===== src/hw/rtl/joint_command_safety_supervisor_defines.svh =====
// Assertion macros for the joint command safety supervisor.
// Used by the top level; needs clk and rst_n in the scope of each use.
`ifndef JOINT_COMMAND_SAFETY_SUPERVISOR_DEFINES_SVH
`define JOINT_COMMAND_SAFETY_SUPERVISOR_DEFINES_SVH
`ifndef SYNTHESIS
`define JCSS_ASSERT_CLK(lbl, ck, rn, prop) \
  lbl: assert property (@(posedge ck) disable iff (!rn) (prop)) \
    else $error("jcss assertion failed");
`define JCSS_ASSERT(lbl, prop) `JCSS_ASSERT_CLK(lbl, clk, rst_n, prop)
`else
`define JCSS_ASSERT_CLK(lbl, ck, rn, prop)
`define JCSS_ASSERT(lbl, prop)
`endif
`endif


===== src/hw/rtl/jcss_pkg.sv =====
// Shared types, constants and helpers of the joint command safety supervisor.
// No dependencies; used by every RTL module of the block.
package jcss_pkg;

  localparam int JOINTS  = 5;
  localparam int JOINT_W = 3;
  localparam int BEAT_W  = (JOINTS > 1) ? $clog2(JOINTS) : 1;

  // Configuration register indexes.
  typedef enum logic [2:0] {
    REG_EFFORT_LIMIT   = 3'd0,
    REG_CLAMP_HOLD     = 3'd1,
    REG_CLAMP_EV_LIMIT = 3'd2,
    REG_BIG_THRESHOLD  = 3'd3,
    REG_BIG_TICKS      = 3'd4,
    REG_SEQ_ERR_LIMIT  = 3'd5,
    REG_MISSED_TICKS   = 3'd6
  } cfg_reg_t;

  // Reset values of the configuration registers.
  localparam logic [14:0] RST_EFFORT_LIMIT   = 15'd1500;
  localparam logic [7:0]  RST_CLAMP_HOLD     = 8'd15;
  localparam logic [7:0]  RST_CLAMP_EV_LIMIT = 8'd3;
  localparam logic [14:0] RST_BIG_THRESHOLD  = 15'd1200;
  localparam logic [15:0] RST_BIG_TICKS      = 16'd500;
  localparam logic [7:0]  RST_SEQ_ERR_LIMIT  = 8'd5;
  localparam logic [15:0] RST_MISSED_TICKS   = 16'd100;

  // Item kinds and protocol words.
  localparam logic        KIND_FRAME  = 1'b0;
  localparam logic        KIND_TICK   = 1'b1;
  localparam logic [7:0]  RESYNC_ID   = 8'hDC;
  localparam logic [15:0] RESYNC_WORD = 16'h0BEF;
  localparam logic [15:0] LINK_REPLY  = 16'hE33E;

  // Fault flag bit positions.
  localparam int FLT_CLAMP = 0;
  localparam int FLT_SEQ   = 1;
  localparam int FLT_LINK  = 2;
  localparam int FLT_BIG   = 3;

  typedef struct packed {
    logic       kind;
    logic [7:0] joint_id;
    logic [7:0] effort_high;
    logic [7:0] effort_low;
    logic [7:0] effort_fraction;
  } item_t;

  typedef struct packed {
    logic        rel_burst;
    logic [15:0] reply;
    logic [3:0]  flags;
  } status_t;

  typedef logic [JOINTS-1:0][15:0] drive_vec_t;
  typedef logic [JOINTS-1:0][7:0]  frac_vec_t;

  // Reply word for the master: link fault wins, else the fault bits.
  function automatic logic [15:0] reply_word(input logic [3:0] flags);
    reply_word = flags[FLT_LINK] ? LINK_REPLY : {4'b0000, flags, 8'h00};
  endfunction

endpackage


===== src/hw/rtl/jcss_core.sv =====
// Supervisor state, configuration registers and the per-item update.
// Depends on jcss_pkg.
module jcss_core (
  input  logic                clk,
  input  logic                rst_n,
  input  logic                cfg_we,
  input  logic [2:0]          cfg_index,
  input  logic [15:0]         cfg_wdata,
  input  jcss_pkg::item_t     item,
  input  logic                take,
  output jcss_pkg::status_t   status,
  output jcss_pkg::drive_vec_t rel_drive,
  output jcss_pkg::frac_vec_t  rel_frac
);

  logic [14:0] effort_limit_r;
  logic [7:0]  clamp_hold_r;
  logic [7:0]  clamp_ev_limit_r;
  logic [14:0] big_threshold_r;
  logic [15:0] big_ticks_r;
  logic [7:0]  seq_err_limit_r;
  logic [15:0] missed_limit_r;

  logic [jcss_pkg::JOINT_W-1:0] expected_r, expected_nxt;
  jcss_pkg::drive_vec_t         drive_r, drive_nxt;
  jcss_pkg::frac_vec_t          frac_r, frac_nxt;
  jcss_pkg::drive_vec_t         bigcnt_r, bigcnt_nxt;
  logic [7:0]  above_r, above_nxt;
  logic [7:0]  below_r, below_nxt;
  logic [7:0]  events_r, events_nxt;
  logic [15:0] seqerr_r, seqerr_nxt;
  logic [15:0] missed_r, missed_nxt;
  logic [3:0]  fault_r, fault_nxt;

  logic [15:0]        uw;
  logic signed [16:0] u17;
  logic signed [16:0] lim17;
  logic signed [16:0] neg_lim17;
  logic signed [16:0] ucl17;
  logic [16:0]        mag;
  logic               clamp_hi;
  logic               clamp_lo;
  logic               is_resync;
  logic               in_order;
  logic               is_last_joint;
  logic               big;

  // Configuration writes.
  always_ff @(posedge clk) begin
    if (!rst_n) begin
      effort_limit_r   <= jcss_pkg::RST_EFFORT_LIMIT;
      clamp_hold_r     <= jcss_pkg::RST_CLAMP_HOLD;
      clamp_ev_limit_r <= jcss_pkg::RST_CLAMP_EV_LIMIT;
      big_threshold_r  <= jcss_pkg::RST_BIG_THRESHOLD;
      big_ticks_r      <= jcss_pkg::RST_BIG_TICKS;
      seq_err_limit_r  <= jcss_pkg::RST_SEQ_ERR_LIMIT;
      missed_limit_r   <= jcss_pkg::RST_MISSED_TICKS;
    end else if (cfg_we) begin
      unique case (cfg_index)
        jcss_pkg::REG_EFFORT_LIMIT:   effort_limit_r   <= cfg_wdata[14:0];
        jcss_pkg::REG_CLAMP_HOLD:     clamp_hold_r     <= cfg_wdata[7:0];
        jcss_pkg::REG_CLAMP_EV_LIMIT: clamp_ev_limit_r <= cfg_wdata[7:0];
        jcss_pkg::REG_BIG_THRESHOLD:  big_threshold_r  <= cfg_wdata[14:0];
        jcss_pkg::REG_BIG_TICKS:      big_ticks_r      <= cfg_wdata;
        jcss_pkg::REG_SEQ_ERR_LIMIT:  seq_err_limit_r  <= cfg_wdata[7:0];
        jcss_pkg::REG_MISSED_TICKS:   missed_limit_r   <= cfg_wdata;
        default: ;
      endcase
    end
  end

  // Frame decode and effort clamp.
  always_comb begin
    uw            = {item.effort_high, item.effort_low};
    u17           = signed'({uw[15], uw});
    lim17         = signed'({2'b00, effort_limit_r});
    neg_lim17     = -lim17;
    clamp_hi      = u17 > lim17;
    clamp_lo      = u17 < neg_lim17;
    ucl17         = clamp_hi ? lim17 : (clamp_lo ? neg_lim17 : u17);
    mag           = (ucl17 < 0) ? 17'(-ucl17) : 17'(ucl17);
    is_resync     = (item.joint_id == jcss_pkg::RESYNC_ID) &&
                    (uw == jcss_pkg::RESYNC_WORD) && (item.effort_fraction == 8'h00);
    in_order      = (item.joint_id != 8'd0) &&
                    (item.joint_id <= 8'(jcss_pkg::JOINTS)) &&
                    (item.joint_id == 8'(expected_r));
    is_last_joint = expected_r == jcss_pkg::JOINT_W'(jcss_pkg::JOINTS);
  end

  // State update for the item being processed.
  always_comb begin
    expected_nxt = expected_r;
    drive_nxt    = drive_r;
    frac_nxt     = frac_r;
    bigcnt_nxt   = bigcnt_r;
    above_nxt    = above_r;
    below_nxt    = below_r;
    events_nxt   = events_r;
    seqerr_nxt   = seqerr_r;
    missed_nxt   = missed_r;
    fault_nxt    = fault_r;
    big          = 1'b0;

    if (take) begin
      if (item.kind == jcss_pkg::KIND_TICK) begin
        // Age the counters, then re-evaluate the fault flags.
        if (missed_r != 16'hFFFF) missed_nxt = missed_r + 16'd1;
        for (int i = 0; i < jcss_pkg::JOINTS; i++) begin
          if (bigcnt_r[i] != 16'hFFFF) bigcnt_nxt[i] = bigcnt_r[i] + 16'd1;
          if (bigcnt_nxt[i] >= big_ticks_r) big = 1'b1;
        end
        fault_nxt[jcss_pkg::FLT_CLAMP] = (above_r != 8'd0) || (below_r != 8'd0) ||
                                         (events_r > clamp_ev_limit_r);
        if (seqerr_r >= {8'd0, seq_err_limit_r}) begin
          fault_nxt[jcss_pkg::FLT_SEQ] = 1'b1;
        end else if (seqerr_r == 16'd0) begin
          fault_nxt[jcss_pkg::FLT_SEQ] = 1'b0;
        end
        if (missed_nxt >= missed_limit_r) fault_nxt[jcss_pkg::FLT_LINK] = 1'b1;
        fault_nxt[jcss_pkg::FLT_BIG] = big;
      end else begin
        // A resync frame clears the link fault and the stored drives.
        if (is_resync) begin
          fault_nxt[jcss_pkg::FLT_LINK] = 1'b0;
          drive_nxt = '0;
        end
        if (in_order) begin
          if (clamp_hi) begin
            above_nxt = clamp_hold_r;
            if (events_r != 8'hFF) events_nxt = events_r + 8'd1;
          end else if (clamp_lo) begin
            below_nxt = clamp_hold_r;
            if (events_r != 8'hFF) events_nxt = events_r + 8'd1;
          end else if (fault_r[jcss_pkg::FLT_CLAMP]) begin
            if (below_r != 8'd0) below_nxt = below_r - 8'd1;
            if (above_r != 8'd0) above_nxt = above_r - 8'd1;
          end
          for (int i = 0; i < jcss_pkg::JOINTS; i++) begin
            if (expected_r == jcss_pkg::JOINT_W'(i + 1)) begin
              if (mag <= {2'b00, big_threshold_r}) bigcnt_nxt[i] = '0;
              drive_nxt[i] = ucl17[15:0];
              frac_nxt[i]  = item.effort_fraction;
            end
          end
          missed_nxt = '0;
          if (seqerr_r != 16'd0) seqerr_nxt = seqerr_r - 16'd1;
          expected_nxt = is_last_joint ? jcss_pkg::JOINT_W'(1)
                                       : expected_r + jcss_pkg::JOINT_W'(1);
        end else begin
          if (seqerr_r != 16'hFFFF) seqerr_nxt = seqerr_r + 16'd1;
        end
      end
    end
  end

  // Result descriptor; drives are zeroed while any fault is set.
  always_comb begin
    status.rel_burst = (item.kind == jcss_pkg::KIND_FRAME) && in_order && is_last_joint;
    status.flags     = fault_nxt;
    status.reply     = jcss_pkg::reply_word(fault_nxt);
    for (int i = 0; i < jcss_pkg::JOINTS; i++) begin
      rel_drive[i] = (fault_r != 4'd0) ? 16'd0 : drive_nxt[i];
      rel_frac[i]  = (fault_r != 4'd0) ? 8'd0 : frac_nxt[i];
    end
  end

  always_ff @(posedge clk) begin
    if (!rst_n) begin
      expected_r <= jcss_pkg::JOINT_W'(1);
      drive_r    <= '0;
      frac_r     <= '0;
      bigcnt_r   <= '0;
      above_r    <= '0;
      below_r    <= '0;
      events_r   <= '0;
      seqerr_r   <= '0;
      missed_r   <= '0;
      fault_r    <= '0;
    end else begin
      expected_r <= expected_nxt;
      drive_r    <= drive_nxt;
      frac_r     <= frac_nxt;
      bigcnt_r   <= bigcnt_nxt;
      above_r    <= above_nxt;
      below_r    <= below_nxt;
      events_r   <= events_nxt;
      seqerr_r   <= seqerr_nxt;
      missed_r   <= missed_nxt;
      fault_r    <= fault_nxt;
    end
  end

endmodule


===== src/hw/rtl/jcss_out_seq.sv =====
// Result register and release sequencer: one status item or a burst of drives.
// Depends on jcss_pkg.
module jcss_out_seq (
  input  logic                         clk,
  input  logic                         rst_n,
  input  logic                         load,
  input  jcss_pkg::status_t            status,
  input  jcss_pkg::drive_vec_t         rel_drive,
  input  jcss_pkg::frac_vec_t          rel_frac,
  output logic                         load_ok,
  output logic                         out_valid,
  input  logic                         out_ready,
  output logic                         out_drive_valid,
  output logic [jcss_pkg::JOINT_W-1:0] out_joint,
  output logic signed [15:0]           out_drive,
  output logic [7:0]                   out_drive_fraction,
  output logic [15:0]                  out_reply_word,
  output logic [3:0]                   out_fault_flags,
  output logic                         out_last
);

  logic                        valid_r;
  logic                        rel_r;
  logic [jcss_pkg::BEAT_W-1:0] beat_r;
  logic [15:0]                 reply_r;
  logic [3:0]                  flags_r;
  jcss_pkg::drive_vec_t        drive_r;
  jcss_pkg::frac_vec_t         frac_r;
  logic                        last;

  // The final item of a burst frees the register for the next descriptor.
  assign last    = !rel_r || (beat_r == jcss_pkg::BEAT_W'(jcss_pkg::JOINTS - 1));
  assign load_ok = !valid_r || (out_ready && last);

  // Control: valid flag and beat counter.
  always_ff @(posedge clk) begin
    if (!rst_n) begin
      valid_r <= 1'b0;
      rel_r   <= 1'b0;
      beat_r  <= '0;
    end else if (load) begin
      valid_r <= 1'b1;
      rel_r   <= status.rel_burst;
      beat_r  <= '0;
    end else if (valid_r && out_ready) begin
      if (last) begin
        valid_r <= 1'b0;
      end else begin
        beat_r <= beat_r + jcss_pkg::BEAT_W'(1);
      end
    end
  end

  // Payload snapshot.
  always_ff @(posedge clk) begin
    if (load) begin
      reply_r <= status.reply;
      flags_r <= status.flags;
      drive_r <= rel_drive;
      frac_r  <= rel_frac;
    end
  end

  assign out_valid          = valid_r;
  assign out_drive_valid    = rel_r;
  assign out_joint          = rel_r ? jcss_pkg::JOINT_W'(beat_r) + jcss_pkg::JOINT_W'(1) : '0;
  assign out_drive          = rel_r ? signed'(drive_r[beat_r]) : 16'sd0;
  assign out_drive_fraction = rel_r ? frac_r[beat_r] : 8'd0;
  assign out_reply_word     = reply_r;
  assign out_fault_flags    = flags_r;
  assign out_last           = last;

endmodule


===== src/hw/rtl/joint_command_safety_supervisor.sv =====
// Joint command safety supervisor top level: input register, core, output sequencer.
// Depends on jcss_pkg, jcss_core, jcss_out_seq and the assertion macro header.
//
// Usage: the input channel (in_valid/in_ready) carries either a command frame
// (in_kind 0: joint id, effort high and low bytes, fraction) or a 1 ms tick
// (in_kind 1). Each item is registered, processed in one pass by the core,
// and its results are loaded into the output register. A tick or any frame
// other than the in-order last joint gives one status item; the in-order last
// joint frame gives one item per joint, joint 1 first, last on the final one.
// Status results are taken at one item per cycle while the receiver is ready;
// a release burst holds the output register until its last drive item is
// taken, as the single output port carries one drive per item.
// The configuration port (cfg_we, cfg_index, cfg_wdata) writes one register
// per cycle and should only be used while the block is idle.
// Reset (synchronous, rst_n low) restores the register defaults, clears all
// counters, drives and faults and expects joint 1 next; in_ready is low while
// rst_n is low. When the receiver stalls, the output holds and the input
// register fills; in_ready then drops.
`include "joint_command_safety_supervisor_defines.svh"
module joint_command_safety_supervisor (
  input  logic                         clk,
  input  logic                         rst_n,
  input  logic                         cfg_we,
  input  logic [2:0]                   cfg_index,
  input  logic [15:0]                  cfg_wdata,
  input  logic                         in_valid,
  output logic                         in_ready,
  input  logic                         in_kind,
  input  logic [7:0]                   in_joint_id,
  input  logic [7:0]                   in_effort_high,
  input  logic [7:0]                   in_effort_low,
  input  logic [7:0]                   in_effort_fraction,
  output logic                         out_valid,
  input  logic                         out_ready,
  output logic                         out_drive_valid,
  output logic [jcss_pkg::JOINT_W-1:0] out_joint,
  output logic signed [15:0]           out_drive,
  output logic [7:0]                   out_drive_fraction,
  output logic [15:0]                  out_reply_word,
  output logic [3:0]                   out_fault_flags,
  output logic                         out_last
);

  logic                 inv_r;
  jcss_pkg::item_t      item_r;
  logic                 load_ok;
  logic                 take;
  jcss_pkg::status_t    status;
  jcss_pkg::drive_vec_t rel_drive;
  jcss_pkg::frac_vec_t  rel_frac;

  // Input register: refills in the same cycle the held item moves on.
  assign take     = inv_r && load_ok;
  assign in_ready = rst_n && (!inv_r || load_ok);

  always_ff @(posedge clk) begin
    if (!rst_n) begin
      inv_r <= 1'b0;
    end else if (in_ready) begin
      inv_r <= in_valid;
    end
  end

  always_ff @(posedge clk) begin
    if (in_valid && in_ready) begin
      item_r <= '{kind: in_kind, joint_id: in_joint_id, effort_high: in_effort_high,
                  effort_low: in_effort_low, effort_fraction: in_effort_fraction};
    end
  end

  jcss_core u_core (
    .clk       (clk),
    .rst_n     (rst_n),
    .cfg_we    (cfg_we),
    .cfg_index (cfg_index),
    .cfg_wdata (cfg_wdata),
    .item      (item_r),
    .take      (take),
    .status    (status),
    .rel_drive (rel_drive),
    .rel_frac  (rel_frac)
  );

  jcss_out_seq u_out_seq (
    .clk                (clk),
    .rst_n              (rst_n),
    .load               (take),
    .status             (status),
    .rel_drive          (rel_drive),
    .rel_frac           (rel_frac),
    .load_ok            (load_ok),
    .out_valid          (out_valid),
    .out_ready          (out_ready),
    .out_drive_valid    (out_drive_valid),
    .out_joint          (out_joint),
    .out_drive          (out_drive),
    .out_drive_fraction (out_drive_fraction),
    .out_reply_word     (out_reply_word),
    .out_fault_flags    (out_fault_flags),
    .out_last           (out_last)
  );

  // A burst item for the highest joint always closes the burst.
  `JCSS_ASSERT(a_burst_ends, (out_valid && out_drive_valid && out_joint == jcss_pkg::JOINT_W'(jcss_pkg::JOINTS)) |-> out_last)
  // A burst item taken without last is followed by the next burst item.
  `JCSS_ASSERT(a_burst_continues, (out_valid && out_ready && !out_last) |=> (out_valid && out_drive_valid))
  // Status items carry joint zero; drive items never do.
  `JCSS_ASSERT(a_joint_zero_status, out_valid |-> ((out_joint == '0) == !out_drive_valid))
  // A held item is never dropped while the output side is busy.
  `JCSS_ASSERT(a_item_held, (inv_r && !take) |=> inv_r)

endmodule

===== config.mk =====
export PLATFORM = sky130hd
export DESIGN_NAME = joint_command_safety_supervisor
export DESIGN_NICKNAME = d
export VERILOG_FILES = /design/src/hw/rtl/jcss_pkg.sv /design/src/hw/rtl/jcss_core.sv /design/src/hw/rtl/jcss_out_seq.sv /design/src/hw/rtl/joint_command_safety_supervisor.sv
export VERILOG_INCLUDE_DIRS = /design/src /design/src/hw/rtl
export SDC_FILE = /design/constraint.sdc
export NUM_CORES = 1
export LEC_CHECK = 0
export BUFFER_PORTS_ARGS = -buffer_cell sky130_fd_sc_hd__buf_2
export CAP_MARGIN = 20
export CORE_MARGIN = 5
export CORE_UTILIZATION = 49
export CTS_CLUSTER_SIZE = 25
export DETAILED_ROUTE_END_ITERATION = 16
export MAX_ROUTING_LAYER = met4
export PLACE_DENSITY_LB_ADDON = 0.08
export SYNTH_ARGS = -nofsm -noshare
export SYNTH_HDL_FRONTEND = slang
export SYNTH_SLANG_ARGS = --single-unit

===== constraint.sdc =====
create_clock -name clk -period 8.82 [get_ports clk]
set_clock_uncertainty 0.2 [all_clocks]
set_input_delay 1.764 -clock clk [delete_from_list [all_inputs] [get_ports clk]]
set_output_delay 1.764 -clock clk [all_outputs]
set_load 0.02 [all_outputs]

## Word-level counts from Yosys, hierarchy flattened

Index checks and enable logic that the tools add are counted.
Widths: inputs -> output; s select.

- Register bits: 528
- Latch bits: 0
- Bits in writable memories: 0
- Bits in read-only memories: 0
- Input bits: 57
- Output and inout port bits: 51
- Word-level logic and storage cells: 258
- Memories: 0

- Add/sub/neg operators: 15
- Multipliers: 0
- Divide/modulo/power cells: 0
- Order comparisons: 14
- Eq/ne operators: 25
- Shifts and indexed selects: 0
- Mux-type cells: 86
- Bitwise logic cells: 4
- Reduce and logical (&&, ||, !) cells: 63

Operator list:

| cell | count |
|---|---|
| $mux 16 | 37 |
| $mux 80 | 6 |
| $mux 8 | 17 |
| $mux 40 | 3 |
| $add 16x1->16 const B | 7 |
| $ne 16x16->1 const B | 7 |
| $ge 16x16->1 | 6 |
| $mux 17 | 3 |
| $bmux 16 s3 | 1 |
| $reduce_bool 2->1 | 15 |
| $reduce_and 4->1 | 7 |
| $bmux 8 s3 | 1 |
| $reduce_bool 8->1 | 3 |
| $reduce_and 2->1 | 10 |
| $eq 3x3->1 const B | 6 |
| $le 17x15->1 | 1 |
| $lt 16x17->1 | 1 |
| $lt 17x1->1 const B | 1 |
| $neg 15->17 | 1 |
| $neg 17->17 | 1 |
| $eq 16x12->1 const B | 1 |
| $ge 16x8->1 | 1 |
| $gt 16x16->1 | 1 |
| $logic_not 16->1 | 1 |
| other kinds (29) | 69 |

## Logic depth before layout (Yosys ltp)

Gate-level depths: netlist of run 1.

- Depth after elaboration: 15
- Gate-level depth with buffers: 37
- Depth with buffers taken out: 34

## Hierarchy

Synthesis of run 1 repeated with hierarchy kept, for this count alone.

- Cell total of the unflattened synthesis: 3142
- Area total of the unflattened synthesis: 28199.5 um^2

By module, submodules not included:

| module | instances | cells each | area an instance (um^2) | seq. area each (um^2) |
|---|---|---|---|---|
| jcss_core | 1 | 2815 | 21735.8 | 6986.7 |
| jcss_out_seq | 1 | 287 | 5408.9 | 4304.1 |
| joint_command_safety_supervisor | 1 | 40 | 1054.8 | 1011.0 |

## Worst setup path after synthesis of run 1

OpenSTA, ideal clock, no wires.

- Kind: register to register
- Start point: reg u_core.effort_limit_r[5]
- End point: reg u_core.bigcnt_r[33] (netlist bit)
- Setup time: 0.117 ns
- Arrival time: 7.358 ns
- Required time: 8.503 ns
- Setup slack: 1.146 ns
- Stages on the path, launching flop included: 37
- Buffers on the path: 4
- Clock period less this slack: 7.674 ns
- Cells stage by stage: dfxtp_1 clkbuf_1 nor4_1 nand3_1 nor2_1 nand3_1 xnor2_1 ha_1 and4_1 nand2_1 a21oi_1 a211oi_2 buf_2 nor2_1 clkbuf_1 nor2_1 a211oi_1 a21oi_1 inv_1 ha_1 nand2_1 or3_1 o31ai_1 xnor2_1 ha_1 a21o_1 a21o_1 a21o_1 a21o_1 a21o_1 a211oi_1 a21o_1 buf_1 nand3_1 o311ai_2 o21ai_2 a22o_1

- Cells in the longest elaborated chain, start to end: 9
- Elaborated cells on any way between the ends: 11
- Those cells by class: add/sub (2); order compare (4); mux (3); reduce/logical (2)

Ends and longest elaborated chain:

| item | line | RTL |
|---|---|---|
| from (decl) | jcss_core.sv:16 | `logic [14:0] effort_limit_r;` |
| from (signal assigned) | jcss_core.sv:51 | `effort_limit_r <= jcss_pkg::RST_EFFORT_LIMIT;` |
| from (signal assigned) | jcss_core.sv:60 | `jcss_pkg::REG_EFFORT_LIMIT: effort_limit_r <= cfg_wdata[14:0];` |
| $neg 15->17 | jcss_core.sv:77 | `neg_lim17 = -lim17;` |
| $lt 16x17->1 | jcss_core.sv:79 | `clamp_lo = u17 < neg_lim17;` |
| $mux 17 | jcss_core.sv:80 | `ucl17 = clamp_hi ? lim17 : (clamp_lo ? neg_lim17 : u17);` |
| $mux 17 * | jcss_core.sv:80 |  |
| $neg 17->17 or $lt 17x1->1 (tied branches) | jcss_core.sv:81 | `mag = (ucl17 < 0) ? 17'(-ucl17) : 17'(ucl17);` |
| $mux 17 * | jcss_core.sv:81 |  |
| $le 17x15->1 * | jcss_core.sv:140 | `if (mag <= {2'b00, big_threshold_r}) bigcnt_nxt[i] = '0;` |
| $reduce_bool 2->1 (no line) * | -- |  |
| $reduce_and 4->1 (no line) * | -- |  |
| to (signal assigned) | jcss_core.sv:183 | `bigcnt_r <= bigcnt_nxt;` |
| to (decl) | jcss_core.sv:27 | `jcss_pkg::drive_vec_t bigcnt_r, bigcnt_nxt;` |

Mark *: on every way between the ends. The rest lies on a longest branch, timed or not.
A chain may end at the register's enable or synchronous reset.

## Worst setup path after layout of run 1

- Start point: reg u_core.effort_limit_r[0]
- End point: reg u_core.bigcnt_r[33] (netlist bit)

The elaborated chain is that of the path after synthesis.

==> impl_metrics.ini, run 1 <==
[yosys]
synth_area_leaders = dfxtp_1, edfxtp_1, ha_1
syn_area_per_cell_sq_um = 9.26
synth_top_area_cell = dfxtp_1
syn_inst = 3017
synthSimpleGateAreaFrac_pct = 20.0
synth.distinct_cells = 85
synth_compound_gate_area_share_pct = 16.7
synth_flop_cell = dfxtp_1
synth_edf_count = 160
syn_area_sq_um = 27900
yosysWarningCount = 0
yosys_register_bits = 515
synth_top_area_share_pct = 25.4
synth_xor_area_share_pct = 3.48
yosysSeqAreaShare_pct = 42.6
synth_mux_area_share_pct = 4.29
ys_async_sr_fraction_pct = 0
synth_top_family_by_area = simple AND/OR/NAND/NOR gates
synth-adder-area-share_pct = 8.40

[timing]
period_share_pct = 91.7
finalSetupTns_ns = 0
worst_slew_pin_slew_ns = 1.20
max_slew_margin_pct = 19.2
min_period_ns = 8.08
max_freq_mhz = 124
hold_violations = 0
final-setup-viol-count = 0
holdWs_ns = 0.263
drv_slew = 0
rsz0062_at_grt = no
setup_ws_ns = 0.736

[detailed_routing]
drc_errors = 0
drtAntennaViolNets = 0
vias_per_cell = 5.78
drt_iter0_markers = 1819
routedWlPerCell_um = 20.6
via_count = 22387
routed_wirelength_um = 79700
first_pass_iters = 6

[global_route]
grt_max_degree = 120
overflow = 0
busiest_layer = met2
grt_pass1_vias = 21906
antenna_found_initial = 4
use_met2_pct = 40.8
use_met1_pct = 34.2
grtUsageMet3_pct = 3.03
grt_pass1_wl_um = 124000
grt_usage_pct = 25.5

[floorplanning]
row_count = 87
die_h_um = 249
core_sq_um = 56500
die_area_sq_um = 61900
ioPinCount = 108
die_x_um = 249
initial_core_util_pct = 49.5

[place]
dp_hpwl_um = 54300
io_buffer_count = 102
dp_slack_ns = 0.341
placed_area_sq_um = 29100
place.gp.congestion = 0.933

[power]
p_leak_uw = 0.0124
ir_drop_uv = 146
power.density_nw_per_um2 = 170

[min_path]
hold_path_depth = 2
whs_endpoint = u_core.big_ticks_r[12]
hold_start = u_core.big_ticks_r[12]
min_path_type = reg -> reg

[setup_path]
worstSetupStartpointType = flop
reg2reg_to = u_core.bigcnt_r[33]
critPathArrivalTime_ns = 8.40
slowest_stage = o21ai_0
regToRegStartpoint = u_core.effort_limit_r[0]
max_stage_delay_ns = 0.47
end_kind = flop
crit_type = reg -> reg
worst_ep_required_time_ns = 9.14
ff2ff_path_depth = 33
rrSetupSlack_ns = 0.74
crit_top_cell = a21o_1
path_max_fanout = 10
startpoint = u_core.effort_limit_r[0]

[clock_network]
cts_root_buffer = clkbuf_16
cts.sinks = 515
clkTransAtPathRegs_ns = 0.06
cts_hold_repair.buffers = 0
cts.path.max_buffers = 3
cts_tree = yes
h-tree-depth = 2
numCtsBuffers = 55
clk_latency_ns = 0.62

[job]
cap_violations = 0

[final_layout]
utilization_pct = 55.0
regArea_sq_um = 11900
final_common_cell = dfxtp_1
fillers = 5065
multi_input_area_sq_um = 14900
fin_nets = 3310
design_area_sq_um = 31100
syn2layout_area_growth_pct = 11.2
drive_gt1_share_pct = 10.1
most-common-layout-cells = dfxtp_1, nand2_1, nor2_1, nor2b_1, ha_1

[outcome]
status = finished, final reports clean
per-layer routing:
metal	wire (um)	vias up
met5	0	-
met4	2420	0
met3	4190	153
met2	37000	627
met1	36100	10790
li1	-	10817
synth_stat cells, types with 26 or more instances:
| cell type | number |
|---|---|
| nand2b_1 | 26 |
| nand2_1 | 330 |
| nor3_1 | 41 |
| a21o_1 | 62 |
| clkbuf_1 | 129 |
| xnor2_1 | 80 |
| mux2i_1 | 59 |
| and3_1 | 28 |
| and2_1 | 51 |
| nand4_1 | 54 |
| o21ai_1 | 43 |
| a22oi_1 | 102 |
| nand3_1 | 73 |
| dfxtp_1 | 355 |
| ha_1 | 186 |
| edfxtp_1 | 160 |
| o21ai_0 | 96 |
| a21boi_0 | 74 |
| nor2_1 | 239 |
| nor2b_1 | 197 |
| a21oi_1 | 116 |
| o211ai_1 | 35 |
| xor2_1 | 31 |
| inv_1 | 149 |
worst max-delay path, delay by kind of cell (launching register included):
family / cells / cell delay, ns
AND/OR/NAND/NOR: 12 / 2.60
AO/OA/AOI/OAI: 14 / 3.36
buffers and inverters: 3 / 0.63
flip-flops: 1 / 0.36
XOR/XNOR: 1 / 0.17
adder cells (fa/ha/maj): 3 / 0.67
how the worst max path moves through the flow:
stage                     depth (start not counted)                  end  slack (ns)
after floorplan                                  36  u_core.bigcnt_r[33]        1.15
after global placement                           31  u_core.bigcnt_r[47]        0.51
after detailed placement                         31  u_core.bigcnt_r[37]        0.34
after CTS                                        31  u_core.bigcnt_r[43]        0.33
after global routing                             32  u_core.bigcnt_r[37]        0.07
final                                            33  u_core.bigcnt_r[33]        0.74
layout make-up:
| class | instances | area share, % |
|---|---|---|
| clock buffers | 70 | 4.77 |
| multi-input cells | 2195 | 47.9 |
| flip-flops and latches | 515 | 38.3 |
| repair buffers | 148 | 2.93 |
| clock inverters | 33 | 1.18 |
| well taps | 756 | 3.04 |
| diodes | 3 | 0.0242 |
| inverters | 151 | 1.83 |
state kept, by name, summed over array words and instances (netlist names), 8 cells and up:
register                 flops
item_r                      33
u_core.above_r               8
u_core.below_r               8
u_core.big_threshold_r      15
u_core.big_ticks_r          16
u_core.bigcnt_r             80
u_core.clamp_ev_limit_r      8
u_core.clamp_hold_r          8
u_core.drive_r              80
u_core.effort_limit_r       15
u_core.events_r              8
u_core.frac_r               40
u_core.missed_limit_r       16
u_core.missed_r             16
u_core.seq_err_limit_r       8
u_core.seqerr_r             16
u_out_seq.drive_r           80
u_out_seq.frac_r            40
power by group:
part	switching [uW]	internal, uW	leakage, uW	total, uW
logic	260	134	0.00717	394
clock network	992	1390	0.000902	2390
registers	31.7	2490	0.00436	2520
through the flow:
stage | std cells | power (uW)
floorplan | 3021 | 2820
global placement | 3761 | 2950
detailed placement | 3762 | 2960
CTS | 3865 | 5340
global route | 3871 | 5470
finish | 3871 | 5300
kinds of logic (layout without fill, tap and decap cells):
logic type	after synthesis	in the layout
compound gates	674	674
xor+xnor	111	111
fa+ha+maj	187	187
buf+inv	311	402
flops	515	515
mux	89	89
other cells	1	8
simple gates	1129	1129
timing repair:
item,CTS,global route
setup buffers,0,0
gates resized for setup,0,3
endpoints found under the setup margin,0,76
Power figures use the tool's default switching activity.
==> run 2: changes to the inputs <==
- BUFFER_PORTS_ARGS: -buffer_cell sky130_fd_sc_hd__buf_2 -> -buffer_cell sky130_fd_sc_hd__buf_4
- CAP_MARGIN: 20 -> 10
- SLEW_MARGIN: unset -> 20
==> impl_metrics.ini, run 2 (synthesis gave the netlist of run 1 again) <==
[setup_path]
timing.critical_path.buf_inv = 1
crit_top_cell = a21o_1
slowest_stage = o311ai_4
critPathArrivalTime_ns = 8.45
regToRegStartpoint = u_core.effort_limit_r[2]
worstSetupStartpointType = flop
ff2ff_path_depth = 31
crit_type = reg -> reg
end_kind = flop
reg2reg_to = u_core.bigcnt_r[45]
rrSetupSlack_ns = 0.69
critPathTopFamily = compound AO/OA/AOI/OAI gates
max_stage_delay_ns = 0.52
path_max_fanout = 10
worst_ep_required_time_ns = 9.13

[timing]
min_period_ns = 8.13
hold_violations = 0
rsz0062_at_grt = no
final-setup-viol-count = 0
max_slew_margin_pct = 23.7
finalSetupTns_ns = 0
worst_slew_pin_slew_ns = 1.14
period_share_pct = 92.2
drv_slew = 0
max_freq_mhz = 123

[min_path]
min_path_type = reg -> reg
hold_start = u_core.big_threshold_r[11]
hold_path_depth = 2
whs_endpoint = u_core.big_threshold_r[11]

[final_layout]
syn2layout_area_growth_pct = 11.9
utilization_pct = 55.3
fin_nets = 3306
fillers = 4993
final_common_cell = dfxtp_1
reg_top3 = u_core.bigcnt_r x80, u_core.drive_r x80, u_out_seq.drive_r x80
most-common-layout-cells = dfxtp_1, nand2_1, nor2_1, nor2b_1, ha_1
drive_gt1_share_pct = 10.1

[floorplanning]
die_x_um = 249
initial_core_util_pct = 49.5
die_h_um = 249
core_sq_um = 56500
die_area_sq_um = 61900
row_count = 87
ioPinCount = 108

[detailed_routing]
routed_wirelength_um = 79700
vias_per_cell = 5.80
first_pass_iters = 5
routedWlPerCell_um = 20.6
drc_errors = 0
via_count = 22417
drtAntennaViolNets = 0
drt_iter0_markers = 1662

[place]
io_buffer_count = 102
place.gp.congestion = 0.932
dp_hpwl_um = 54600

[power]
internal_power_uw = 4010
p_leak_uw = 0.0125
clkPwrFrac_pct = 44.9
power_frac_seq_pct = 47.6
switching_share_pct = 24.2
p_comb_share_pct = 7.6
power_uw = 5290
ir_drop_uv = 167
switching_power_uw = 1280
power.density_nw_per_um2 = 169

[global_route]
grt_pass1_vias = 21817
overflow = 0
grt_usage_pct = 25.6
grt_max_degree = 113
antenna_found_initial = 4
grt_pass1_wl_um = 125000

[clock_network]
cts_hold_repair.buffers = 0
cts.sinks = 515
numCtsBuffers = 55
cts_tree = yes
h-tree-depth = 2
clkTransAtPathRegs_ns = 0.06
cts.path.max_buffers = 3
clk_latency_ns = 0.63
cts_root_buffer = clkbuf_16

[outcome]
status = finished, final reports clean

[job]
cap_violations = 0
-- run 2: cell types whose count changed in the layout (fill, tap and decap cells not counted), moves of 4 or more --
| cell | change |
|---|---|
| clkinv_1 | -5 |
| clkbuf_1 | +4 |
| buf_2 | -101 |
| buf_4 | +101 |
-- run 2: per-stage QoR --
step	setup WS, ns	instance area [sq um]	cells	hold WS, ns
4_1_cts	0.505	31200	3864	0.267
3_5_place_dp	0.552	29400	3761	0.259
2_1_floorplan	1.15	28000	3021	0.242
5_1_grt	0.139	31300	3867	0.290
6_report	0.687	31300	3867	0.265
3_3_place_gp	0.740	29400	3761	0.254
-- run 2: final cells by class --
class / count / area (sq um) / share of cell area, %
timing repair buffer: 144 / 1080 / 3.47
multi-input combinational: 2195 / 14900 / 47.6
antenna: 3 / 7.51 / 0.0240
clock buffer: 77 / 1560 / 5.00
tap: 756 / 946 / 3.03
clock inverter: 26 / 287 / 0.917
sequential: 515 / 11900 / 38.1
inverter: 151 / 569 / 1.82
-- run 2: routing by layer --
metal	share of wire, %	GRT usage (%)	vias up
met5	0	-	-
met4	2.7	7.58	0
met3	5.0	2.75	132
met2	48	41.6	596
met1	45	34.2	10857
li1	-	-	10832
-- run 2: worst max-delay path by stage --
| stage | from | end | slack, ns | depth (start not counted) |
|---|---|---|---|---|
| finish | u_core.effort_limit_r[2] | u_core.bigcnt_r[45] | 0.69 | 31 |
| global route | u_core.effort_limit_r[2] | u_core.bigcnt_r[45] | 0.14 | 31 |
| CTS | u_core.effort_limit_r[2] | u_core.bigcnt_r[45] | 0.50 | 31 |
| detailed placement | u_core.effort_limit_r[2] | u_core.bigcnt_r[46] | 0.55 | 31 |
| global placement | u_core.effort_limit_r[2] | u_core.bigcnt_r[47] | 0.74 | 31 |
| floorplan | u_core.effort_limit_r[5] | u_core.bigcnt_r[33] | 1.15 | 36 |
-- run 2: power groups by stage --
stage	Clock, uW	Combinational [uW]	Sequential, uW
global route	2520	436	2520
finish	2370	400	2520
global placement	0	391	2570
CTS	2420	400	2520
detailed placement	0	398	2570
floorplan	0	258	2560
-- run 2: timing repair --
action,4_1_cts,5_1_grt
gates resized for setup,0,2
buffers inserted,0,0
setup endpoints to repair,0,10
-- run 2: worst register-to-register path, delay by kind of cell, from the launching register on --
kind / cells / cell delay (ns)
compound gates: 16 / 3.86
simple gates: 9 / 2.30
buf+inv: 1 / 0.17
fa+ha+maj: 3 / 0.80
xor+xnor: 2 / 0.34
flops: 1 / 0.38
